File: config.mk
export PLATFORM = sky130hd
export DESIGN_NAME = bba_node_mem
export DESIGN_NICKNAME = d
export VERILOG_FILES = /design/src/sv/buddy_block_allocator_defines.svh /design/src/sv/bba_node_mem.sv
export SDC_FILE = /design/constraint.sdc
export NUM_CORES = 2
export LEC_CHECK = 0
export BUFFER_PORTS_ARGS = -buffer_cell sky130_fd_sc_hd__buf_4
export CELL_PAD_IN_SITES_DETAIL_PLACEMENT = 1
export CELL_PAD_IN_SITES_GLOBAL_PLACEMENT = 1
export CORE_AREA = 10 10 678 680
export CTS_CLUSTER_SIZE = 16
export DETAILED_ROUTE_END_ITERATION = 10
export DIE_AREA = 0 0 688 690
export PLACE_DENSITY = 0.56
export SETUP_SLACK_MARGIN = 0.2
export SLEW_MARGIN = 30
export SYNTH_ARGS = -nofsm -noshare
export SYNTH_HDL_FRONTEND = slang
export SYNTH_SLANG_ARGS = --single-unit
File: constraint.sdc
create_clock -name clk -period 3.4 [get_ports clk]
set_input_delay 0.68 -clock clk [delete_from_list [all_inputs] [get_ports clk]]
set_output_delay 0.68 -clock clk [all_outputs]
set_load 0.02 [all_outputs]
File: src/sv/buddy_block_allocator_defines.svh
// Assertion macros shared by the buddy allocator RTL.
// Included by the top level; depends on nothing else.
`ifndef BUDDY_BLOCK_ALLOCATOR_DEFINES_SVH
`define BUDDY_BLOCK_ALLOCATOR_DEFINES_SVH
// Implication checked on every rising clock edge outside reset.
`define BBA_ASSERT_IMP(label, ante, cons) \
  label: assert property (@(posedge clk) disable iff (rst) (ante) |-> (cons)) \
    else $error("assertion failed");
// Next-cycle implication checked outside reset.
`define BBA_ASSERT_NEXT(label, ante, cons) \
  label: assert property (@(posedge clk) disable iff (rst) (ante) |=> (cons)) \
    else $error("assertion failed");
`endif

File: src/sv/bba_node_mem.sv
// Node status memory of the buddy tree, registered read.
// Depends on nothing.
module bba_node_mem #(
  parameter int unsigned DEPTH = 2047,
  parameter int unsigned AW = 11
) (
  input  logic          clk,
  input  logic [AW-1:0] raddr,
  output logic [1:0]    rdata,
  input  logic          we,
  input  logic [AW-1:0] waddr,
  input  logic [1:0]    wdata
);
  logic [1:0] mem [DEPTH];
  always_ff @(posedge clk) begin
    if (we) begin
      mem[waddr] <= wdata;
    end
    rdata <= mem[raddr];
  end
endmodule

Word-level counts from Yosys, hierarchy flattened
Memory sizes are Yosys's and may differ from the RTL's. A register that Yosys moved wholly into a read port is not among the register bits. Index checks and enable logic that the tools add are counted.

Register bits: 0. Memory bits (writable): 4094. Output and inout port bits: 2. Bits of input ports: 26. Logic and storage cells: 3. Memories: 1.

Memory list: mem (words 2047, bits a word 2, read ports 1, clocked after Yosys merged registers in 1, write ports 1, line bba_node_mem.sv:14) `logic [1:0] mem [DEPTH];`.

Muxes and demuxes: 2.

Operators with widths (number): $mux 1 (2).

Longest topological paths before layout
Word-level depth: 2. Mapped depth: 15. Gate-level depth less buffers: 9.

Least setup slack after synthesis
Ideal clock, no wire load.

Kind: in2reg. From: input port raddr[0]. To: register rdata[1], read port of mem. Library setup time: 0.131 ns. Data required time: 3.269 ns. Buffers on the path: 3. Stages: 11. Arrival: 2.930 ns. Path slack: 0.339 ns. Cell sequence: buf_6 > buf_8 > buf_2 > mux4_2 > mux4_2 > nand2_1 > o21ai_0 > a221oi_1 > nor3_1 > o2111ai_1 > nand4_1.

RTL lines: from (decl) (line bba_node_mem.sv:8) `input logic [AW-1:0] raddr,`; to (decl) (line bba_node_mem.sv:9) `output logic [1:0] rdata,`.

==> flow_metrics.tcl <==
set metrics [dict create \
    met1Wirelength_mm 232.8 \
    num_rows 246 \
    highest_layer "met5" \
    syn_area_per_cell_um2 17.54 \
    synth_nets 9659 \
    finalNetCount 10310 \
    pwr_density_cell_nw_per_um2 554.5 \
    relSlewSlack_pct 33.04 \
    grt.total_usage_pct 22.47 \
    fin_crit_sh_pct 92.74 \
    hp-class "in -> reg" \
    cts_num_sinks 4096 \
    drc 0 \
    clk_latency_ns 1.02 \
    period_minus_slack_ns 3.153 \
    cts_tree "yes" \
    fin_cells 16620 \
    die-area_um2 474700 \
    io_pins 28 \
    skew_ns 0.04445 \
    required_ns 4.25 \
    io_buffers 27 \
    syn_to_final_growth_pct 16.47 \
    syn_inst 9633 \
    numCtsBuffers 441 \
    grt_pass1_vias 101000 \
    dp_hpwl_mm 342.2 \
    max_freq_mhz 317.1 \
    antenna_found_initial 42 \
    h-tree-depth 5 \
    core_area_um2 446600 \
    setup_viol_count_final 0 \
    grt_pass1_wl_mm 771.7 \
    synth_seq_cells 4096 \
    hold_viol 0 \
    via_per_inst 5.742 \
    cp-end-kind "register" \
    wl_met3_mm 37.83 \
    fin_tns_setup_ns 0 \
    cap_violations 0 \
    status "finished, final reports clean" \
    fillers 42280 \
    wl_met2_mm 261.2 \
    dr_total_vias 95420 \
    critPathKind "reg -> reg" \
    path_max_fanout 1 \
    die_y_um 690 \
    gp_congestion 0.8133 \
    wl_per_cell_um 32.93 \
    p_leak_nw 61.83 \
    synth-edff-count 4094 \
    placedCellCount 15790 \
    routed_wl_mm 547.1 \
    pre_cts_slack_ns -1.191 \
    rsz0062_at_grt "true" \
    drt_iter0_drc 11110 \
    synth.distinct_cells 69 \
    arrival_ns 4.01 \
    slew_violations 0 \
    setup_slack_ns 0.2467 \
    drive_gt1_share_pct 22.30 \
    ir_drop_mv 0.4175 \
    ctsLongestPathBuffers 4 \
    startpoint_type "register" \
    yosysSeqAreaShare_pct 72.80 \
    final_util_pct 44.05 \
    start_util_pct 37.82 \
    worst_pin_slew_ns 1.004 \
    synth_ff_type "edfxtp_1" \
    async_flop_share_pct 0 \
    netlist_area_um2 168900 \
    drt_pass1_iterations 6 \
    cts.clk_slew.worst_paths_ns 0.06 \
    die_w_um 688 \
    overflow 0 \
    ctsRootBufferMaster "clkbuf_16" \
    synth_warnings 0 \
    power_mw 109.1 \
    grt_start_max_net_pins 226 \
    antenna_left 0 \
]
cell usage in the layout, fill, tap and decap left out, drive strengths merged, types with 27 or more instances in the layout:
cell	Yosys	final
a21oi	152	152
buf	345	1023
nor2	2113	2113
o221ai	198	198
a221oi	27	27
a211oi	51	51
nor4	39	39
clkinv	2	219
nand3	65	65
clkbuf	472	526
a22oi	54	54
nor3	123	123
a22o	29	29
edfxtp	4094	4094
o22ai	118	118
mux2i	510	510
mux4	840	840
o21ai	30	30
nand2	184	184
bufinv	0	39
power breakdown:
| group | total, mW | internal, mW | switching [mW] | leakage, nW |
|---|---|---|---|---|
| Clock | 47.3 | 27.0 | 20.3 | 6.85 |
| Sequential | 55.6 | 55.6 | 0.0276 | 36.8 |
| Combinational | 6.23 | 2.36 | 3.87 | 18.2 |
| Total | 109 | 84.9 | 24.2 | 61.8 |
per-stage QoR:
step | area [um2] | hold WS (ns)
after global routing | 196700 | 0.2082
after CTS | 196600 | 0.1494
after detailed placement | 182500 | 1.090
final | 196700 | 0.2434
after global placement | 182500 | 1.091
after floorplan | 168900 | 0.7789
Yosys cell counts (53+ instances only):
cell type,n,area (um2)
mux4_2,638,14370
buf_6,63,709.4
edfxtp_1,4094,122900
nor2_1,2112,7928
o22ai_1,118,738.2
buf_1,94,352.8
buf_8,53,795.8
mux4_1,202,5308
mux2i_1,510,5105
buf_2,71,355.3
clkbuf_1,420,1577
a21oi_1,152,760.7
nor3_1,123,615.6
nand2_1,184,690.7
a22oi_1,54,405.4
nand3_1,65,325.3
o221ai_1,195,1708
timing repair:
item | in CTS | in global routing
hold buffers | 1 | 0
setup buffers | 0 | 0
hold endpoints to repair | 1 | 0
endpoints found under the setup margin | 2 | 2
pin swaps | 1 | 4
resized for setup | 4 | 12
critical path, stage by stage, from the launching register on:
cell and delay, ns:
edfxtp_1 0.37, mux4_2 0.50, mux4_2 0.54, nand2_1 0.10
o21ai_0 0.14, nor4_1 0.51, buf_4 0.19, a211oi_1 0.04
buf_4 0.16, o221ai_1 0.18, buf_4 0.16, nand4_1 0.10
cells by family (layout without fill, tap and decap cells):
group	count (synthesis)	after routing	share of synthesized area (%)
DFF	4096	4096	72.80
and+or+nand+nor	2627	2627	6.225
muxes	1360	1360	14.74
buffers and inverters	822	1837	3.125
AOI/OAI and AO/OA	728	728	3.110
other	0	17	0
state kept, by name, summed over array words and instances, names as in the netlist:
signal and cells:
mem 4094, rdata 2
layer usage:
| layer | GRT usage [%] | up-vias |
|---|---|---|
| met5 | 0 | - |
| met4 | 5.854 | 8 |
| met3 | 3.213 | 758 |
| met2 | 36.66 | 3488 |
| met1 | 31.74 | 51660 |
| li1 | - | 39500 |
final timing paths:
| kind | end | slack (ns) | cells past startpoint | start |
|---|---|---|---|---|
| worst max-delay path | rdata[0] | 0.25 | 11 | mem[1891][0] |
| worst min register to register | rdata[1] | 1.12 | 7 | mem[1939][1] |
| worst min-delay path | mem[215][0] | 0.24 | 2 | wdata[0] |
| worst max register to register | rdata[0] | 0.25 | 11 | mem[1891][0] |
layout make-up:
class / instances / area (um2) / area share [%]
Clock inverter: 283 / 2550 / 1.296
Clock buffer: 526 / 11500 / 5.847
Inverter: 4 / 25.02 / 0.01272
Antenna cell: 17 / 42.54 / 0.02162
Sequential cell: 4096 / 123000 / 62.51
Tap cell: 5952 / 7447 / 3.785
Timing Repair Buffer: 1024 / 10900 / 5.540
Multi-Input combinational cell: 4715 / 41300 / 20.99
No activity file was read; power rests on OpenSTA's default activity.
