### config.mk
export PLATFORM = sky130hd
export DESIGN_NAME = bba_owner_mem
export DESIGN_NICKNAME = d
export VERILOG_FILES = /design/src/sv/buddy_block_allocator_defines.svh /design/src/sv/bba_owner_mem.sv
export SDC_FILE = /design/constraint.sdc
export NUM_CORES = 1
export LEC_CHECK = 0
export BUFFER_PORTS_ARGS = -buffer_cell sky130_fd_sc_hd__buf_2
export CORE_MARGIN = 5
export CORE_UTILIZATION = 60
export CTS_BUF_LIST = sky130_fd_sc_hd__clkbuf_4 sky130_fd_sc_hd__clkbuf_8
export DETAILED_ROUTE_END_ITERATION = 10
export PLACE_DENSITY_LB_ADDON = 0.1
export SLEW_MARGIN = 30
export SYNTH_ARGS = -nofsm -noshare
export SYNTH_HDL_FRONTEND = slang
export SYNTH_SLANG_ARGS = --single-unit
export TNS_END_PERCENT = 30
### constraint.sdc
create_clock -name clk -period 4.26 [get_ports clk]
set_input_delay 0.213 -clock clk [delete_from_list [all_inputs] [get_ports clk]]
set_output_delay 0.213 -clock clk [all_outputs]
set_load 0.01 [all_outputs]
### src/sv/buddy_block_allocator_defines.svh
// Assertion macros shared by the buddy allocator RTL.
// Included by the top level; depends on nothing else.
`ifndef BUDDY_BLOCK_ALLOCATOR_DEFINES_SVH
`define BUDDY_BLOCK_ALLOCATOR_DEFINES_SVH
// Implication checked on every rising clock edge outside reset.
`define BBA_ASSERT_IMP(label, ante, cons) \
  label: assert property (@(posedge clk) disable iff (rst) (ante) |-> (cons)) \
    else $error("assertion failed");
// Next-cycle implication checked outside reset.
`define BBA_ASSERT_NEXT(label, ante, cons) \
  label: assert property (@(posedge clk) disable iff (rst) (ante) |=> (cons)) \
    else $error("assertion failed");
`endif

### src/sv/bba_owner_mem.sv
// Owner table memory: start and level per process, registered read.
// Depends on nothing.
module bba_owner_mem #(
  parameter int unsigned DEPTH = 64,
  parameter int unsigned AW = 6
) (
  input  logic          clk,
  input  logic [AW-1:0] raddr,
  output logic [13:0]   rdata,
  input  logic          we,
  input  logic [AW-1:0] waddr,
  input  logic [13:0]   wdata
);
  logic [13:0] mem [DEPTH];
  always_ff @(posedge clk) begin
    if (we) begin
      mem[waddr] <= wdata;
    end
    rdata <= mem[raddr];
  end
endmodule

---- After elaboration in Yosys (flattened, before gate mapping) ----
Memories as Yosys holds them, arrays and structs flattened. A register that Yosys moved wholly into a read port is not among the register bits.
Cells that the tools add are included.
word-level totals
  bits in registers ....................... 0
  RAM bits ................................ 896
  input bits .............................. 28
  output and inout port bits .............. 14
  logic and storage cells ................. 3
  memories kept ........................... 1
memory list
  name  words  width  read ports  clocked after Yosys merged registers in  write ports  line                 source
  mem   64     14     1           1                                        1            bba_owner_mem.sv:14  logic [13:0] mem [DEPTH];
cells by class
  multiplexer cells ....................... 2
operators by type and width
  kind     number
  $mux W1  2

---- Longest topological paths before layout ----
Gate-level depths: netlist of the first run.
  depth in word-level cells ............... 2
  mapped depth ............................ 9
  depth with buffers taken out ............ 5

---- Worst setup path before layout of the first run ----
OpenSTA, ideal clock, no wires.
  path kind ............................... input-to-reg
  start point ............................. input port waddr[3]
  end point ............................... memory mem[48][0], enable pin
  setup time .............................. 0.403 ns
  arrival ................................. 1.704 ns
  required time ........................... 3.857 ns
  setup slack ............................. 2.153 ns
  cell stages on the path ................. 4
  path buffers ............................ 1
  cell sequence ........................... clkbuf_1 -> nor2b_1 -> nand4b_1 -> nor3_1
RTL lines
  item         line                 source
  from (decl)  bba_owner_mem.sv:11  input logic [AW-1:0] waddr,
  to (decl)    bba_owner_mem.sv:14
No word-level cell before the write port.

---- Worst setup path in the final report of the first run ----
  start point ............................. input port waddr[0]
  end point ............................... memory mem[46][10], enable pin
No word-level cell before the write port.

==> results.json, run 1 <==
{
  "totalNegativeSetupSlack_ns": 0,
  "vdd_ir_drop_max_v": 0.0004064,
  "worst_path_largest_cell_delay_ns": 0.83,
  "first_global_vias": 17560,
  "vias": 17120,
  "nets": 1787,
  "timing.final.crit_period_ns": 2.382,
  "drt-initial-drc-count": 1876,
  "cts-buffers-inserted": 143,
  "final.setup_skew_ns": 0.03895,
  "area_delta_synth_final_pct": 12.82,
  "insertion_delay_ns": 0.79,
  "worst-slew-pin-transition_ns": 1.040,
  "critical_path.top_delay_family": "simple AND/OR/NAND/NOR gates",
  "yosysWarningCount": 0,
  "htree_num_levels": 4,
  "gp_congestion": 0.8023,
  "synth-compound-area-share_pct": 2.464,
  "run_status": "finished clean",
  "deepest_clock_path_buffer_count": 3,
  "synthesis.nets": 1599,
  "die_height_um": 251.1,
  "pwr_density_cell_mw_per_mm2": 463.2,
  "synth_top_cells_by_area": "sky130_fd_sc_hd__edfxtp_1, sky130_fd_sc_hd__mux4_2, sky130_fd_sc_hd__nor2_1",
  "layout-drive-gt1-share_pct": 34.28,
  "route.detailed.drc": 0,
  "rr_worst_depth": 4,
  "max_slew_violation_total_from_the_final_report": 0,
  "post_synth_mux_area_share_pct": 15.68,
  "worst_slew_margin_rel_pct": 30.61,
  "max_cap_viol_count": 0,
  "grt_setup_unrepaired": "no",
  "yosys.area_share.simple_pct": 2.378,
  "finalSetupViolations": 0,
  "worst_path_arrival_time_ns": 2.86,
  "path_clk_slew_ns": 0.07,
  "synth_flop_cell": "sky130_fd_sc_hd__edfxtp_1",
  "timing.critical_path.buf_inv": 3,
  "via_per_inst": 6.495,
  "main_combinational_cell_family_by_area_after_synthesis": "multiplexers",
  "detailedPlacementHpwl_mm": 48.69,
  "min-delay-path-class": "input port to flop",
  "post-cts-setup-buffers": 0,
  "hold_viol_final": 0,
  "root_buffer": "sky130_fd_sc_hd__clkbuf_8",
  "yosysSeqAreaShare_pct": 77.95,
  "wire_length_of_the_first_global_routing_pass_mm": 121.1,
  "die_w_um": 251.1,
  "firstDrtPassIters": 5,
  "design.core.area_mm2": 0.05770,
  "initial_utilization_pct": 60.45,
  "number_of_clock_sinks": 910,
  "drtAntennaViolNets": 0,
  "floorplan.io_pins": 42,
  "wp_depth": 6,
  "overflow": 0,
  "crit_path_max_delay_cell_type": "sky130_fd_sc_hd__nor2_1",
  "min_period_over_period_pct": 55.93,
  "drt-wirelength-per-cell_um": 31.60,
  "number_of_flops_mapped_to_enable_cells_by_yosys": 896,
  "worstPathRequired_ns": 4.74,
  "grt_util_all_layers_pct": 26.95,
  "yosys.area_share.adder_pct": 0,
  "cts_tree": "done",
  "leakagePower_nw": 12.45,
  "fill_cells": 3694,
  "io_buffer_count": 41,
  "post_synth_arst_share_pct": 0,
  "antenna_found_initial": 9,
  "postRouteWirelength_mm": 83.30,
  "flip_flop_and_latch_count_after_synthesis": 910,
  "timing.critical_path.to_type": "flop",
  "critPathLaunchType": "input port",
  "fin_total_pwr_mw": 18.23,
  "post_synth_inst_count": 1571,
  "placement_rows": 88,
  "path_max_fanout": 8,
  "post-synth-top-count-cell": "sky130_fd_sc_hd__edfxtp_1",
  "yosysUniqueCellTypes": 35,
  "clock.fmax_mhz": 419.7,
  "postSynthAreaPerCell_um2": 22.20,
  "ys_top_cells_by_count": "sky130_fd_sc_hd__edfxtp_1, sky130_fd_sc_hd__mux4_2, sky130_fd_sc_hd__nor2_1, sky130_fd_sc_hd__nand2_1, sky130_fd_sc_hd__clkbuf_1",
  "synth_top_area_cell": "sky130_fd_sc_hd__edfxtp_1",
  "critical_path_cell_by_cell": "dlygate4sd3_1 > buf_2 > nor2b_1 > nand3_1 > nor2_1 > buf_4",
  "synth_area_mm2": 0.03488,
  "largest_net_degree_at_the_start_of_global_routing": 82,
  "criticalPathCategory": "input port to flop",
  "whs_path_depth": 3,
  "synthXorXnorAreaFrac_pct": 0,
  "dieArea_mm2": 0.06305,
  "post-synth-top-area-fraction_pct": 77.14
}
==> area by class of cell <==
type	count	area, um2	share of cell area [%]
Sequential cell	910	27190	69.09
Multi-Input combinational cell	571	7306	18.57
Clock buffer	207	2517	6.397
Timing Repair Buffer	133	1023	2.601
Tap cell	765	957.2	2.432
Clock inverter	46	351.6	0.8935
Antenna cell	4	10.01	0.02544
==> tightest hold or removal path, delay by kind of cell <==
kind / cells / cell delay, ns
and+or+nand+nor: 2 / 0.31
buffers and inverters: 1 / 0.13
==> placed cells by master, fill, tap and decap left out, types with 7 or more instances in the layout <==
cell	n
sky130_fd_sc_hd__buf_12	7
sky130_fd_sc_hd__clkinv_2	12
sky130_fd_sc_hd__clkinv_1	18
sky130_fd_sc_hd__clkbuf_8	155
sky130_fd_sc_hd__mux2_2	19
sky130_fd_sc_hd__a311oi_1	8
sky130_fd_sc_hd__o31ai_1	10
sky130_fd_sc_hd__mux2i_1	21
sky130_fd_sc_hd__buf_4	79
sky130_fd_sc_hd__edfxtp_1	896
sky130_fd_sc_hd__buf_2	38
sky130_fd_sc_hd__a31oi_1	8
sky130_fd_sc_hd__nor2_4	11
sky130_fd_sc_hd__dfxtp_1	14
sky130_fd_sc_hd__nand2b_1	21
sky130_fd_sc_hd__a211oi_1	18
sky130_fd_sc_hd__o21ai_0	22
sky130_fd_sc_hd__a21oi_1	16
sky130_fd_sc_hd__clkinvlp_4	7
sky130_fd_sc_hd__clkbuf_4	53
sky130_fd_sc_hd__nor2_1	55
sky130_fd_sc_hd__mux4_2	224
sky130_fd_sc_hd__nor2_2	18
sky130_fd_sc_hd__o22ai_1	13
sky130_fd_sc_hd__o221ai_1	17
sky130_fd_sc_hd__nor2b_1	19
sky130_fd_sc_hd__nand2_1	34
==> path summary, 6_finish.rpt <==
kind / slack (ns) / startpoint / endpoint
worst min register to register: 0.87 / mem[22][12]$_DFFE_PP_ / rdata[12]$_DFF_P_
worst min-delay path: 0.10 / we / mem[39][13]$_DFFE_PP_
worst max register to register: 2.14 / mem[52][7]$_DFFE_PP_ / rdata[7]$_DFF_P_
worst max-delay path: 1.88 / waddr[0] / mem[46][10]$_DFFE_PP_
==> power by group <==
group | internal, mW | total [mW] | switching [mW] | leakage, nW
logic | 0.340 | 0.931 | 0.591 | 2.76
clock network | 4.04 | 7.34 | 3.30 | 1.51
registers | 9.91 | 9.96 | 0.0407 | 8.18
==> cell families after synthesis <==
group | Yosys count
AOI/OAI and AO/OA | 126
buffers and inverters | 90
DFF | 910
muxes | 264
and+or+nand+nor | 181
==> through the flow <==
step / std cells / area, um2 / hold WS, ns / utilization (%) / setup WS, ns
2_1_floorplan: 1571 / 34880 / 0.3119 / - / 2.153
3_3_place_gp: 2373 / 36350 / 0.4443 / 63.00 / 1.119
3_5_place_dp: 2373 / 36400 / 0.4605 / 63.09 / 1.129
4_1_cts: 2632 / 39330 / 0.03748 / 68.17 / 1.971
5_1_grt: 2633 / 39340 / 0.07404 / 68.19 / 1.780
6_report: 2636 / 39350 / 0.1047 / 68.21 / 1.878
==> layer usage <==
metal	track usage (%)	vias up	routed length (um)
li1	-	7018	-
met1	38.27	9113	32480
met2	42.38	854	40640
met3	6.890	131	7894
met4	8.514	6	2247
met5	0	-	41
==> registers in the layout, summed over array words and instances (netlist names) <==
| signal | cells |
|---|---|
| mem | 896 |
| rdata | 14 |
==> timing repair <==
action / 4_1_cts / 5_1_grt
gates resized for setup: 0 / 0
endpoints found under the hold margin: 10 / 0
hold buffers: 6 / 0
Power figures use the tool's default switching activity.
==> run 2, diff against run 1 <==
--- a/config.mk
+++ b/config.mk
@@ -7,7 +7,7 @@
 export LEC_CHECK = 0
 export BUFFER_PORTS_ARGS = -buffer_cell sky130_fd_sc_hd__buf_2
 export CORE_MARGIN = 5
-export CORE_UTILIZATION = 60
+export CORE_UTILIZATION = 59
 export CTS_BUF_LIST = sky130_fd_sc_hd__clkbuf_4 sky130_fd_sc_hd__clkbuf_8
 export DETAILED_ROUTE_END_ITERATION = 10
 export PLACE_DENSITY_LB_ADDON = 0.1
==> constraint.sdc (replaced) <==
create_clock -name clk -period 1.95 [get_ports clk]
set_input_delay 0.0975 -clock clk [delete_from_list [all_inputs] [get_ports clk]]
set_output_delay 0.0975 -clock clk [all_outputs]
set_load 0.01 [all_outputs]
==> run 2 against run 1 <==
Effect of this change:
- die area grew 1.6%
- worst setup slack worse by 1.8 ns
- hold slack got worse by 0.055 ns
- global-route usage decreased by 0.30 points
- largest cell class unchanged
- largest power group unchanged
- highest routed layer is now met4
==> results.json, run 2 (synthesis results as in run 1) <==
{
  "run_status": "finished clean",
  "number_of_cells_after_detailed_placement": 2525,
  "largest_register_ffs": 896,
  "cts_tree": "done",
  "grt_setup_unrepaired": "yes",
  "fin_worst_hold_slack_ns": 0.04978,
  "largestRegisters": "mem x896, rdata x14",
  "firstDrtPassIters": 5,
  "max_slew_violation_total_from_the_final_report": 0,
  "final.setup_skew_ns": 0.03028,
  "fin_area_mm2": 0.04056,
  "nets": 1947,
  "via_per_inst": 6.312,
  "vdd_ir_drop_max_v": 0.0008466,
  "number_of_clock_sinks": 910,
  "critical_path.startpoint": "mem[6][6]$_DFFE_PP_",
  "worst_path_largest_cell_delay_ns": 0.48,
  "drtAntennaViolNets": 0,
  "dpl_worst_slack_ns": -0.4643,
  "timing.final.crit_period_ns": 1.918,
  "worst_path_arrival_time_ns": 2.58,
  "fin_total_pwr_mw": 39.14,
  "area_delta_synth_final_pct": 16.28,
  "layout.cells.most_common": "sky130_fd_sc_hd__edfxtp_1",
  "initial_utilization_pct": 59.32,
  "layoutNonFillerInstCount": 2798,
  "die_w_um": 253.1,
  "cts-buffers-inserted": 143,
  "htree_num_levels": 4,
  "gp_congestion": 0.8554,
  "criticalPathCategory": "flop to flop",
  "worstPathRequired_ns": 2.62,
  "critical_path_cell_by_cell": "mux4_2 > mux2i_1 > a21oi_1 > o21ai_0 > buf_4 > o31ai_1",
  "fin_ws_ns": 0.03236,
  "route.detailed.drc": 0,
  "worst-slew-pin-transition_ns": 0.8547,
  "critPathLaunchType": "flop",
  "deepest_clock_path_buffer_count": 3,
  "path_clk_slew_ns": 0.07,
  "finalSetupViolations": 0,
  "timing.critical_path.to_type": "flop",
  "reg2reg_from": "mem[6][6]$_DFFE_PP_",
  "grt_util_all_layers_pct": 26.65,
  "path_max_fanout": 1,
  "regMostFlops": "mem",
  "post-cts-setup-buffers": 0,
  "final_core_util_pct": 68.98,
  "postPlaceCellArea_mm2": 0.03762,
  "first_global_vias": 18290,
  "die_height_um": 253.1,
  "crit_path_max_delay_cell_type": "sky130_fd_sc_hd__mux4_2",
  "wire_length_of_the_first_global_routing_pass_mm": 122.3,
  "final_cell_mix": "sky130_fd_sc_hd__edfxtp_1, sky130_fd_sc_hd__mux4_2, sky130_fd_sc_hd__buf_4, sky130_fd_sc_hd__clkbuf_8, sky130_fd_sc_hd__nor2_1",
  "design.core.area_mm2": 0.05880,
  "insertion_delay_ns": 0.78,
  "layout-drive-gt1-share_pct": 36.49,
  "detailedPlacementHpwl_mm": 51.63,
  "worst_hold_startpoint": "wdata[0]",
  "drt-wirelength-per-cell_um": 29.89,
  "root_buffer": "sky130_fd_sc_hd__clkbuf_8",
  "overflow": 0,
  "max_cap_viol_count": 0,
  "dieArea_mm2": 0.06408,
  "min_period_over_period_pct": 98.34,
  "diodes": 0,
  "totalNegativeSetupSlack_ns": 0,
  "antenna_found_initial": 0,
  "worst_slew_margin_rel_pct": 43.02,
  "placement_rows": 89,
  "largest_net_degree_at_the_start_of_global_routing": 65,
  "hold_viol_final": 0,
  "floorplan.io_pins": 42,
  "drt-initial-drc-count": 1818,
  "min-delay-path-class": "input port to flop",
  "postRouteWirelength_mm": 83.64,
  "clock.fmax_mhz": 521.5,
  "vias": 17660,
  "io_buffer_count": 41,
  "pwr_density_cell_mw_per_mm2": 965.0,
  "leakagePower_nw": 13.22
}
run 2: cell type report:
type | count | area (um2)
timing repair buffer | 293 | 2530
multi-input combinational | 571 | 7216
clock buffer | 193 | 2369
fill | 3690 | 18240
tap | 773 | 967.2
sequential | 910 | 27190
clock inverter | 58 | 289.0
run 2: layer usage:
layer	vias to the layer above	global-route usage (%)	part of all wire (%)
li1	7345	-	-
met1	9382	37.90	40
met2	809	42.64	50
met3	126	5.629	7.7
met4	0	8.422	2.5
met5	-	0	0
run 2: where the power goes:
| group | total, mW | switching, mW | internal [mW] |
|---|---|---|---|
| registers | 21.7 | 0.0861 | 21.7 |
| logic | 2.31 | 1.34 | 0.966 |
| clock network | 15.1 | 7.20 | 7.88 |
run 2: timing repair:
action                     CTS  global route
gates cloned                 0             0
hold endpoints to repair   544            91
hold buffers                20             2
resized for setup            4            10
setup endpoints to repair    4            36
run 2: final timing paths:
kind / endpoint / slack [ns] / cells after the start
max: rdata[6]$_DFF_P_ / 0.03 / 6
min: mem[42][0]$_DFFE_PP_ / 0.05 / 2
max reg2reg: rdata[6]$_DFF_P_ / 0.03 / 6
min reg2reg: rdata[5]$_DFF_P_ / 0.89 / 4
run 2: worst max-delay path: cells and delay by family (launching register included):
family	cells	cell delay, ns
DFF	1	0.37
AOI/OAI and AO/OA	3	0.39
buffers and inverters	1	0.15
muxes	2	0.89
==> run 3, diff against run 2 <==
--- a/config.mk
+++ b/config.mk
@@ -10,7 +10,7 @@
 export CORE_UTILIZATION = 59
 export CTS_BUF_LIST = sky130_fd_sc_hd__clkbuf_4 sky130_fd_sc_hd__clkbuf_8
 export DETAILED_ROUTE_END_ITERATION = 10
-export PLACE_DENSITY_LB_ADDON = 0.1
+export PLACE_DENSITY = 0.79
 export SLEW_MARGIN = 30
 export SYNTH_ARGS = -nofsm -noshare
 export SYNTH_HDL_FRONTEND = slang
==> run 3 against run 2 <==
Effect of this change:
- the flow now finishes with violations (setup timing)
- clock power about the same
- maximum frequency decreased by 2.1%
- combinational power about the same
- final cell count decreased by 0.75%
- die area unchanged
- power increased by 0.57%
- highest routed layer is now met5
==> results.json, run 3 (synthesis results as in run 1) <==
{
  "timing.final.crit_period_ns": 1.958,
  "worst_setup_path_endpoint": "rdata[12]$_DFF_P_",
  "deepest_clock_path_buffer_count": 3,
  "fin_area_mm2": 0.04070,
  "htree_num_levels": 4,
  "worstPathRequired_ns": 2.60,
  "drt-wirelength-per-cell_um": 29.44,
  "insertion_delay_ns": 0.80,
  "regMostFlops": "mem",
  "detailedPlacementHpwl_mm": 51.43,
  "via_per_inst": 6.417,
  "run_status": "finished with violations",
  "gp_congestion": 0.8607,
  "totalNegativeSetupSlack_ns": -0.01177,
  "fin_total_pwr_mw": 39.36,
  "rr_worst_depth": 4,
  "area_delta_synth_final_pct": 16.70,
  "critical_path.top_delay_family": "buffers and inverters",
  "min-delay-path-class": "input port to flop",
  "critical_path.startpoint": "raddr[0]",
  "worst_path_arrival_time_ns": 2.61,
  "largest_net_degree_at_the_start_of_global_routing": 65,
  "route.detailed.drc": 0,
  "grt_util_all_layers_pct": 26.15,
  "clock.fmax_mhz": 510.7,
  "placement_rows": 89,
  "max_slew_violation_total_from_the_final_report": 0,
  "vdd_ir_drop_max_v": 0.0009315,
  "criticalPathCategory": "input port to flop",
  "final_cell_mix": "sky130_fd_sc_hd__edfxtp_1, sky130_fd_sc_hd__mux4_2, sky130_fd_sc_hd__buf_4, sky130_fd_sc_hd__clkbuf_8, sky130_fd_sc_hd__nor2_1",
  "dieArea_mm2": 0.06408,
  "largestRegisters": "mem x896, rdata x14",
  "r2r_setup_slack_ns": 0.04,
  "crit_top_cell": "sky130_fd_sc_hd__buf_12",
  "final_core_util_pct": 69.23,
  "postRouteWirelength_mm": 81.76,
  "max_cap_viol_count": 0,
  "crit_path_max_delay_cell_type": "sky130_fd_sc_hd__dlygate4sd3_1",
  "wire_length_of_the_first_global_routing_pass_mm": 120.4,
  "fill_cells": 3437,
  "vias": 17820,
  "final.setup_skew_ns": 0.03392,
  "root_buffer": "sky130_fd_sc_hd__clkbuf_8",
  "firstDrtPassIters": 5,
  "largest_register_ffs": 896,
  "min_period_over_period_pct": 100.4,
  "floorplan.io_pins": 42,
  "path_clk_slew_ns": 0.06,
  "finalSetupViolations": 2,
  "worst_slew_margin_rel_pct": 42.18,
  "cts_tree": "done",
  "drtAntennaViolNets": 0,
  "pwr_density_cell_mw_per_mm2": 967.0,
  "worstReg2RegEnd": "rdata[12]$_DFF_P_",
  "hold_viol_final": 0,
  "antenna_found_initial": 3,
  "cts-buffers-inserted": 141,
  "design.core.area_mm2": 0.05880,
  "worst-slew-pin-transition_ns": 0.8641,
  "postPlaceCellArea_mm2": 0.03773,
  "timing.critical_path.to_type": "flop",
  "drt-initial-drc-count": 2394,
  "critPathLaunchType": "input port",
  "number_of_clock_sinks": 910,
  "failing_checks": "setup timing",
  "path_max_fanout": 12,
  "wp_depth": 8,
  "reg2reg_from": "mem[19][12]$_DFFE_PP_",
  "die_height_um": 253.1,
  "overflow": 0,
  "initial_utilization_pct": 59.32,
  "first_global_vias": 18320,
  "fin_worst_hold_slack_ns": 0.1104,
  "io_buffer_count": 41,
  "critical_path_cell_by_cell": "dlygate4sd3_1 > buf_12 > buf_4 > buf_12 > mux4_2 > mux2_2 > o21ai_0 > o31ai_1",
  "nets": 1924,
  "grt_setup_unrepaired": "yes",
  "layout-drive-gt1-share_pct": 35.95,
  "worst_path_largest_cell_delay_ns": 0.58,
  "fin_ws_ns": -0.008156,
  "timing.critical_path.buf_inv": 4,
  "layout.cells.most_common": "sky130_fd_sc_hd__edfxtp_1",
  "leakagePower_nw": 13.22,
  "die_w_um": 253.1
}
-- run 3: worst reg2reg max path, delay by kind of cell, from the launching register on --
family	cells	cell delay [ns]
AO/OA/AOI/OAI	2	0.61
multiplexers	2	0.79
flip-flops	1	0.37
-- run 3: what timing repair did --
action,in CTS,in global routing
hold buffers,21,0
pin swaps,0,1
hold endpoints to repair,755,0
endpoints found under the setup margin,2,6
buffers inserted,0,3
resized for setup,2,7
-- run 3: routing by layer --
layer	vias to the layer above	global-route usage, %	part of all wire [%]
met5	-	0	0.026
met4	4	10.60	3.9
met3	183	6.389	10
met2	1090	42.00	50
met1	9236	35.31	36
li1	7307	-	-
-- run 3: power breakdown --
| group | switching [mW] | internal, mW |
|---|---|---|
| combinational | 1.31 | 0.967 |
| sequential | 0.0759 | 21.7 |
| clock | 7.02 | 8.34 |
| total | 8.40 | 31.0 |
-- run 3: area by class of cell --
type / count / area, um2 / area share [%]
Tap cell: 773 / 967.2 / 2.376
Sequential cell: 910 / 27190 / 66.79
Clock buffer: 201 / 2454 / 6.028
Timing Repair Buffer: 272 / 2648 / 6.504
Multi-Input combinational cell: 571 / 7168 / 17.61
Antenna cell: 1 / 2.502 / 0.006148
Clock inverter: 49 / 279.0 / 0.6855
-- run 3: worst min-delay path by stage --
| stage | depth (start not counted) | slack (ns) | from | to |
|---|---|---|---|---|
| 6_report | 5 | 0.11 | raddr[3] | rdata[9]$_DFF_P_ |
| 5_1_grt | 5 | 0.11 | we | mem[37][9]$_DFFE_PP_ |
| 2_1_floorplan | 0 | 0.20 | wdata[0] | mem[0][0]$_DFFE_PP_ |
| 3_3_place_gp | 1 | 0.53 | rdata[12]$_DFF_P_ | rdata[12] |
| 4_1_cts | 5 | 0.02 | raddr[3] | rdata[9]$_DFF_P_ |
| 3_5_place_dp | 1 | 0.53 | rdata[12]$_DFF_P_ | rdata[12] |
-- run 3: per-stage QoR --
step | setup slack, ns | std cells
after global routing | -0.01262 | 2776
after detailed placement | -0.1855 | 2502
after CTS | 0.02456 | 2773
after global placement | -0.1738 | 2502
final | -0.008156 | 2777
after floorplan | -0.01854 | 1571
